[config.mk]
export PLATFORM = sky130hd
export DESIGN_NAME = fftm_ctrl
export DESIGN_NICKNAME = d
export VERILOG_FILES = /design/src/rtl/core/fftm_pkg.sv /design/src/rtl/core/fftm_ctrl.sv
export SDC_FILE = /design/constraint.sdc
export NUM_CORES = 1
export LEC_CHECK = 0
export ABC_CLOCK_PERIOD_IN_PS = 2710
export BUFFER_PORTS_ARGS = -buffer_cell sky130_fd_sc_hd__buf_2
export CORE_ASPECT_RATIO = 1.2
export CORE_MARGIN = 5
export CORE_UTILIZATION = 45
export DETAILED_ROUTE_END_ITERATION = 8
export PLACE_DENSITY_LB_ADDON = 0.15
export SKIP_LAST_GASP = 1
export SYNTH_ARGS = -nofsm -noshare
export SYNTH_HDL_FRONTEND = slang
export SYNTH_SLANG_ARGS = --single-unit
export TNS_END_PERCENT = 1
[constraint.sdc]
create_clock -name clk_i -period 2.71 [get_ports clk_i]
set_input_delay 0.542 -clock clk_i [delete_from_list [all_inputs] [get_ports clk_i]]
set_output_delay 0.542 -clock clk_i [all_outputs]
set_load 0.03 [all_outputs]
[src/rtl/core/fftm_pkg.sv]
// ----------------------------------------------------------------------------
// fftm_pkg
// Shared constants, types and helper functions of the FFT magnitude block.
// ----------------------------------------------------------------------------
package fftm_pkg;

  localparam int POINTS      = 64;
  localparam int LOG2_POINTS = $clog2(POINTS);
  localparam int ADDR_W      = LOG2_POINTS;
  localparam int K_W         = LOG2_POINTS - 1;
  localparam int STAGE_W     = $clog2(LOG2_POINTS);
  localparam int HALF_PTS    = POINTS / 2;
  localparam int QUARTER     = POINTS / 4;

  localparam int SAMPLE_W = 16;
  localparam int DATA_W   = 24;
  localparam int TW_BITS  = 16;
  localparam int TW_FRAC  = TW_BITS - 1;
  localparam int PROD_W   = DATA_W + TW_BITS;
  localparam int ACC_W    = PROD_W + 1;
  localparam int T_W      = ACC_W - TW_FRAC;
  localparam int SUM_W    = T_W + 1;

  localparam int SQ_W        = 2 * DATA_W;
  localparam int SQRT_STEPS  = SQ_W / 2;
  localparam int SQRT_CNT_W  = $clog2(SQRT_STEPS + 1);
  localparam int ROOT_W      = SQRT_STEPS;

  localparam int MAG_W = 22;
  localparam int BIN_W = 6;
  localparam logic [MAG_W-1:0] MAG_MAX = '1;

  localparam logic signed [ACC_W-1:0] RND_HALF = ACC_W'(1) << (TW_FRAC - 1);

  typedef struct packed {
    logic              fill_we;
    logic              bf_mul;
    logic              bf_rnd;
    logic              bf_add;
    logic              bf_wra;
    logic              bf_wrb;
    logic              mag_sq;
    logic              mag_sum;
    logic              sqrt_step;
    logic              out_load;
    logic [ADDR_W-1:0] addr_a;
    logic [ADDR_W-1:0] addr_b;
    logic [K_W-1:0]    k;
  } fftm_cmd_t;

  typedef struct packed {
    logic sqrt_done;
  } fftm_status_t;

  // Cosine of 2*pi*q/POINTS for the first quarter turn, Q1.15, clamped.
  function automatic logic signed [TW_BITS-1:0] quarter_cos(input logic [K_W-1:0] q);
    logic signed [TW_BITS-1:0] r;
    unique case (q)
      5'd0:    r = 16'sd32767;
      5'd1:    r = 16'sd32610;
      5'd2:    r = 16'sd32138;
      5'd3:    r = 16'sd31357;
      5'd4:    r = 16'sd30274;
      5'd5:    r = 16'sd28899;
      5'd6:    r = 16'sd27246;
      5'd7:    r = 16'sd25330;
      5'd8:    r = 16'sd23170;
      5'd9:    r = 16'sd20788;
      5'd10:   r = 16'sd18205;
      5'd11:   r = 16'sd15447;
      5'd12:   r = 16'sd12540;
      5'd13:   r = 16'sd9512;
      5'd14:   r = 16'sd6393;
      5'd15:   r = 16'sd3212;
      default: r = 16'sd0;
    endcase
    return r;
  endfunction

  function automatic logic signed [TW_BITS-1:0] tw_cos(input logic [K_W-1:0] k);
    logic [K_W-1:0] m;
    m = K_W'(HALF_PTS - int'(k));
    if (int'(k) <= QUARTER) begin
      return quarter_cos(k);
    end
    return -quarter_cos(m);
  endfunction

  function automatic logic signed [TW_BITS-1:0] tw_sin(input logic [K_W-1:0] k);
    logic [K_W-1:0] lo;
    logic [K_W-1:0] hi;
    lo = K_W'(QUARTER - int'(k));
    hi = K_W'(int'(k) - QUARTER);
    if (int'(k) <= QUARTER) begin
      return quarter_cos(lo);
    end
    return quarter_cos(hi);
  endfunction

  function automatic logic [ADDR_W-1:0] bit_rev(input logic [ADDR_W-1:0] v);
    logic [ADDR_W-1:0] r;
    for (int i = 0; i < ADDR_W; i++) begin
      r[i] = v[ADDR_W-1-i];
    end
    return r;
  endfunction

  function automatic logic signed [DATA_W-1:0] sat_data(input logic signed [SUM_W-1:0] v);
    if (v[SUM_W-1] && !(&v[SUM_W-2:DATA_W-1])) begin
      return {1'b1, {(DATA_W-1){1'b0}}};
    end
    if (!v[SUM_W-1] && (|v[SUM_W-2:DATA_W-1])) begin
      return {1'b0, {(DATA_W-1){1'b1}}};
    end
    return v[DATA_W-1:0];
  endfunction

endpackage

[src/rtl/core/fftm_ctrl.sv]
// ----------------------------------------------------------------------------
// fftm_ctrl
// Sequencer for frame fill, butterfly passes and magnitude readout.
// ----------------------------------------------------------------------------
module fftm_ctrl (
  input  logic                   clk_i,
  input  logic                   rst_ni,
  input  logic                   sample_valid_i,
  output logic                   sample_ready_o,
  output logic                   result_valid_o,
  input  logic                   result_ready_i,
  input  fftm_pkg::fftm_status_t status_i,
  output fftm_pkg::fftm_cmd_t    cmd_o
);

  typedef enum logic [3:0] {
    S_FILL, S_BF_RD, S_BF_MUL, S_BF_RND, S_BF_ADD, S_BF_WRA, S_BF_WRB,
    S_MAG_RD, S_MAG_SQ, S_MAG_SUM, S_SQRT, S_OUT_WAIT
  } state_e;

  state_e                          state_q;
  logic [fftm_pkg::ADDR_W-1:0]     cnt_q;
  logic [fftm_pkg::STAGE_W-1:0]    stage_q;
  logic [fftm_pkg::K_W-1:0]        bfly_q;
  logic                            out_valid_q;

  logic [fftm_pkg::ADDR_W-1:0] bf_ext, bf_mask, bf_a, bf_b, bf_j;

  always_comb begin
    bf_ext  = fftm_pkg::ADDR_W'(bfly_q);
    bf_mask = (fftm_pkg::ADDR_W'(1) << stage_q) - 1'b1;
    bf_j    = bf_ext & bf_mask;
    bf_a    = ((bf_ext >> stage_q) << (stage_q + 1'b1)) | bf_j;
    bf_b    = bf_a | (fftm_pkg::ADDR_W'(1) << stage_q);
  end

  assign sample_ready_o = (state_q == S_FILL);
  assign result_valid_o = out_valid_q;

  always_comb begin
    cmd_o           = '0;
    cmd_o.addr_a    = bf_a;
    cmd_o.addr_b    = bf_b;
    cmd_o.k         = fftm_pkg::K_W'(bf_j << (fftm_pkg::K_W - int'(stage_q)));
    cmd_o.bf_mul    = (state_q == S_BF_MUL);
    cmd_o.bf_rnd    = (state_q == S_BF_RND);
    cmd_o.bf_add    = (state_q == S_BF_ADD);
    cmd_o.bf_wra    = (state_q == S_BF_WRA);
    cmd_o.bf_wrb    = (state_q == S_BF_WRB);
    cmd_o.mag_sq    = (state_q == S_MAG_SQ);
    cmd_o.mag_sum   = (state_q == S_MAG_SUM);
    cmd_o.sqrt_step = (state_q == S_SQRT) && !status_i.sqrt_done;
    cmd_o.out_load  = (state_q == S_SQRT) && status_i.sqrt_done;
    if (state_q == S_FILL) begin
      cmd_o.addr_a  = fftm_pkg::bit_rev(cnt_q);
      cmd_o.fill_we = sample_valid_i;
    end else if (state_q == S_MAG_RD || state_q == S_MAG_SQ || state_q == S_MAG_SUM ||
                 state_q == S_SQRT || state_q == S_OUT_WAIT) begin
      cmd_o.addr_a = cnt_q;
    end
  end

  always_ff @(posedge clk_i or negedge rst_ni) begin
    if (!rst_ni) begin
      state_q     <= S_FILL;
      cnt_q       <= '0;
      stage_q     <= '0;
      bfly_q      <= '0;
      out_valid_q <= 1'b0;
    end else begin
      unique case (state_q)
        S_FILL: begin
          if (sample_valid_i) begin
            cnt_q <= cnt_q + 1'b1;
            if (int'(cnt_q) == fftm_pkg::POINTS - 1) begin
              stage_q <= '0;
              bfly_q  <= '0;
              state_q <= S_BF_RD;
            end
          end
        end
        S_BF_RD:  state_q <= S_BF_MUL;
        S_BF_MUL: state_q <= S_BF_RND;
        S_BF_RND: state_q <= S_BF_ADD;
        S_BF_ADD: state_q <= S_BF_WRA;
        S_BF_WRA: state_q <= S_BF_WRB;
        S_BF_WRB: begin
          if (int'(bfly_q) == fftm_pkg::HALF_PTS - 1) begin
            bfly_q <= '0;
            if (int'(stage_q) == fftm_pkg::LOG2_POINTS - 1) begin
              cnt_q   <= '0;
              state_q <= S_MAG_RD;
            end else begin
              stage_q <= stage_q + 1'b1;
              state_q <= S_BF_RD;
            end
          end else begin
            bfly_q  <= bfly_q + 1'b1;
            state_q <= S_BF_RD;
          end
        end
        S_MAG_RD:  state_q <= S_MAG_SQ;
        S_MAG_SQ:  state_q <= S_MAG_SUM;
        S_MAG_SUM: state_q <= S_SQRT;
        S_SQRT: begin
          if (status_i.sqrt_done) begin
            out_valid_q <= 1'b1;
            state_q     <= S_OUT_WAIT;
          end
        end
        S_OUT_WAIT: begin
          if (result_ready_i) begin
            out_valid_q <= 1'b0;
            cnt_q       <= cnt_q + 1'b1;
            state_q     <= (int'(cnt_q) == fftm_pkg::POINTS - 1) ? S_FILL : S_MAG_RD;
          end
        end
        default: state_q <= S_FILL;
      endcase
    end
  end

endmodule

* Yosys cells after proc, flatten, opt, wreduce, memory -nomap -nowiden
Index checks and enable logic that the tools add are counted.
Word-level totals: bits in registers 19, input port bits 5, logic and storage cells 82
Cells by class: equality and inequality tests 21, mux-type cells 28, add/sub/neg operators 5, shift-type cells 4, reduce and logical (&&, ||, !) cells 16, bitwise logic cells 3
Operators by type and width (count):
- $pmux W4 S12 | 1
- $mux W6 | 6
- $shl A6 B32 Y5 | 1
- $mux W4 | 5
- $mux W3 | 6
- $pmux W6 S3 | 1
- $eq A4 B3 Y1 const B | 4
- $eq A4 B4 Y1 const B | 4
- $mux W5 | 3
- $or A6 B6 Y6 | 2
- $pmux W5 S2 | 1
- $reduce_and A5 Y1 | 2
- $eq A4 B2 Y1 const B | 2
- $ne A2 B2 Y1 const B | 4
- $add A6 B1 Y6 const B | 1
- $and A5 B6 Y6 | 1
- $eq A6 B1 Y1 const B | 1
- $ne A2 B1 Y1 const B | 3
- $pmux W3 S2 | 1
- $reduce_and A3 Y1 | 2
- $shl A1 B3 Y6 const A | 1
- $shl A6 B3 Y6 | 1
- $shr A5 B3 Y6 | 1
- $sub A6 B1 Y6 const B | 1
- 15 further kinds | 22

* Logic depth before layout (Yosys ltp)
depth after elaboration 7, gate-level depth with buffers 11, gate-level depth less buffers 9

* Worst setup path before layout
Ideal clock, no wire load.
path kind reg-to-output, start reg stage_q[0] (netlist name), end out cmd_o[4] (netlist name), stages on the path, launching flop included 11, path slack -0.725 ns, arrival 2.893 ns, path through dfrtp_1 -> buf_1 -> buf_2 -> inv_1 -> ha_1 -> nand2b_1 -> ha_1 -> nand2_1 -> mux2_2 -> a311o_1 -> o21ai_0
RTL lines:
- start: declaration | line fftm_ctrl.sv:23 | logic [fftm_pkg::STAGE_W-1:0] stage_q;
- start signal: assignment | line fftm_ctrl.sv:94 | stage_q <= stage_q + 1'b1;
- end: declaration | line fftm_ctrl.sv:13 | output fftm_pkg::fftm_cmd_t cmd_o

==> results.yml <==
outcome:
  status: "finished, violations left"
  violations: "setup timing"
sta:
  finalClockSkew_ns: 0.00274
  tightest_slew_ns: 0.578
  slew_headroom_pct: 61.2
  maxSlewViolCount: 0
  hold_viol: 0
  setup-violations-final: 8
  fmax_mhz: 358
  final.period_utilization_pct: 103
  timing.final.crit_period_ns: 2.79
  finalWorstSetupSlack_ns: -0.0836
  tns_ns: -0.405
  grt_setup_unrepaired: "true"
synthesis:
  synth_fa_ha_area_share_pct: 6.72
  synth-async-reset-ratio_pct: 100
  avgSynthCellArea_um2: 7.59
  synth_edf_count: 0
  synthMuxAreaShare_pct: 2.35
  synth-xor-area-share_pct: 1.88
  ys_warn_count: 0
  ys_seq_area_share_pct: 25.6
  ys_types: 56
  synth-simple-area-share_pct: 30.6
  synth_compound_area_share_pct: 26.6
  ys_ff_latch: 19
  synth_top_family_by_area: "simple AND/OR/NAND/NOR gates"
  synth_ff_type: "dfrtp_1"
  netlist_area_um2: 1860
  synth_nets: 260
  netlist_instances: 245
power_and_ir_drop:
  seqPwrFrac_pct: 24.3
  cellPowerDensity_nw_per_um2: 864
  irDropWorstVdd_mv: 0.486
  p_sw_share_pct: 53.5
  power_frac_comb_pct: 66.1
  clkPwrFrac_pct: 9.5
  intPower_mw: 0.989
  power_switching_mw: 1.14
  cellLeakagePower_nw: 1.09
final_layout:
  fin_cells: 347
  nFillCells: 378
  ff_latch_area_um2: 477
  drive_gt1_share_pct: 33.4
  multi_input_area_um2: 1470
  areaGrowthSynthToFinish_pct: 32.2
  diodes: 0
  final_net_count: 309
floorplanning:
  dieArea_um2: 5530
  io_pins: 34
  die_h_um: 80.4
  design.core.area_um2: 3970
  rows: 25
  fp.dieW_um: 68.7
  start_util_pct: 46.8
drt:
  route.detailed.drc: 0
  ant_nets: 0
  post_drt_wl_per_cell_um: 15.9
  drt-vias-per-instance: 5.88
  drt-initial-drc-count: 127
  drt-pass1-iter-count: 4
  drt-total-wl_um: 5520
  num_vias: 2039
placement:
  portBuffers: 33
  detailed_place_hpwl_um: 4120
  place_inst: 343
  gp_congestion: 0.944
global_route:
  grt_use_total_pct: 21.9
  gr-total-overflow: 0
  grt_start_max_net_pins: 21
  grt_pass1_wl_um: 9250
  antenna_found_initial: 0
  grt_pass1_vias: 1961
critical_path:
  cp-start-kind: "register"
  crit_family: "simple AND/OR/NAND/NOR gates"
  crit_arrival_ns: 2.25
  critPathMaxStageDelay_ns: 0.44
  end_kind: "output pin"
  crit_chain: "buf_4 -> ha_2 -> ha_4 -> or3_1 -> and3_4 -> nor3_2 -> buf_4 -> o21ai_1 -> buf_4"
  crit_path_start: "stage_q[0]"
  crit_buf_inv: 3
  path_common_cell: "buf_4"
  cp.required_ns: 2.17
  r2r_start: "bfly_q[0]"
  worst-path-max-fanout: 4
  crit_type: "register to output pin"
  slowest_stage: "dfrtp_2"
clocking:
  path_clk_slew_ns: 0.08
  clock_path_buffers: 2
  clk_latency_ns: 0.25
  numCtsBuffers: 3
  h-tree-depth: 1
  cts_tree: "done"
  cts_root_buffer: "clkbuf_8"
  clock-sinks: 19
job:
  max_cap_violations: 0
worst_hold_path:
  hp-class: "primary input to asynchronous set/reset pin"
## state kept, by name (all words and copies together), names as in the netlist
signal          count
result_valid_o      1
stage_q             3
state_q             4
bfly_q              5
cnt_q               6
## worst paths after layout
path	endpoint	slack (ns)	cells past startpoint
setup reg to reg	state_q[1]	0.64	8
hold reg to reg	result_valid_o	0.50	2
min in group clk_i	result_valid_o	0.50	2
hold / removal	state_q[3]	0.23	1
setup / recovery	cmd_o[14]	-0.08	9
max in group asynchronous	stage_q[0]	2.15	1
## placed cells by master, fill, tap and decap left out, types with 3 or more instances in the layout
| master | synthesis | routed |
|---|---|---|
| a21oi_1 | 10 | 9 |
| a21oi_2 | 2 | 3 |
| a22o_1 | 3 | 3 |
| a22oi_1 | 4 | 4 |
| and3_1 | 5 | 4 |
| buf_2 | 6 | 30 |
| buf_4 | 0 | 25 |
| clkbuf_8 | 0 | 3 |
| dfrtp_1 | 19 | 18 |
| ha_1 | 10 | 5 |
| ha_4 | 0 | 4 |
| inv_1 | 9 | 7 |
| inv_2 | 1 | 3 |
| nand2_1 | 30 | 29 |
| nand2b_1 | 13 | 11 |
| nand3_1 | 13 | 13 |
| nor2_1 | 18 | 17 |
| nor2b_1 | 5 | 4 |
| nor3_1 | 13 | 11 |
| o211ai_1 | 4 | 4 |
| o21ai_0 | 20 | 13 |
| o21ai_1 | 3 | 8 |
| o22ai_1 | 3 | 3 |
## power groups by stage
stage	clock, mW	combinational (mW)	sequential, mW
6_report	0.202	1.41	0.517
5_1_grt	0.224	1.52	0.535
4_1_cts	0.204	1.40	0.512
3_5_place_dp	0	1.33	0.510
3_3_place_gp	0	1.32	0.512
2_1_floorplan	0	1.03	0.453
## cell usage after synthesis, types with 3 or more instances
| library cell | instances | area [um2] |
|---|---|---|
| nand2_1 | 30 | 113 |
| o21ai_0 | 20 | 100 |
| dfrtp_1 | 19 | 475 |
| nor2_1 | 18 | 67.6 |
| nand2b_1 | 13 | 81.3 |
| nand3_1 | 13 | 65.1 |
| nor3_1 | 13 | 65.1 |
| a21oi_1 | 10 | 50.1 |
| ha_1 | 10 | 125 |
| inv_1 | 9 | 33.8 |
| buf_2 | 6 | 30.0 |
| and3_1 | 5 | 31.3 |
| nor2b_1 | 5 | 31.3 |
| a22oi_1 | 4 | 30.0 |
| o211ai_1 | 4 | 30.0 |
| a22o_1 | 3 | 26.3 |
| a31oi_1 | 3 | 18.8 |
| mux2_2 | 3 | 33.8 |
| o21ai_1 | 3 | 15.0 |
| o22ai_1 | 3 | 18.8 |
| o31ai_1 | 3 | 22.5 |
| xor2_1 | 3 | 26.3 |
## logic make-up after synthesis
group / count (synthesis)
XOR/XNOR: 4
buffers and inverters: 24
AO/OA/AOI/OAI: 72
flip-flops: 19
multiplexers: 4
adder cells (fa/ha/maj): 10
AND/OR/NAND/NOR: 112
## layer usage
layer	share of wire, %	vias up	global-route usage [%]
met5	0	-	0
met4	1.6	0	6.24
met3	5.0	11	2.10
met2	51	69	38.9
met1	42	969	27.3
li1	-	990	-
## metrics by stage
stage | setup WS (ns) | cell area (um2) | power [mW] | hold slack (ns) | utilization (%)
3_5_place_dp | -0.0108 | 2240 | 1.84 | 0.490 | 56.5
4_1_cts | -0.0732 | 2460 | 2.12 | 0.240 | 61.9
2_1_floorplan | -0.191 | 1910 | 1.48 | 0.246 | -
5_1_grt | -0.171 | 2460 | 2.28 | 0.260 | 61.9
6_report | -0.0836 | 2460 | 2.12 | 0.225 | 61.9
3_3_place_gp | 0.0264 | 2240 | 1.83 | 0.486 | 56.5
## what timing repair did
item / in CTS / in global routing
setup endpoints to repair: 10 / 12
hold buffers: 0 / 0
pin swaps: 8 / 0
resized for setup: 33 / 1
buffers inserted: 1 / 0
## area by class of cell
cell class | count | share of cell area [%]
multi-input cells | 202 | 59.8
inverters | 12 | 2.03
well taps | 54 | 2.75
clock buffers | 4 | 1.83
flip-flops and latches | 19 | 19.4
repair buffers | 56 | 14.2
Power figures use the tool's default switching activity.
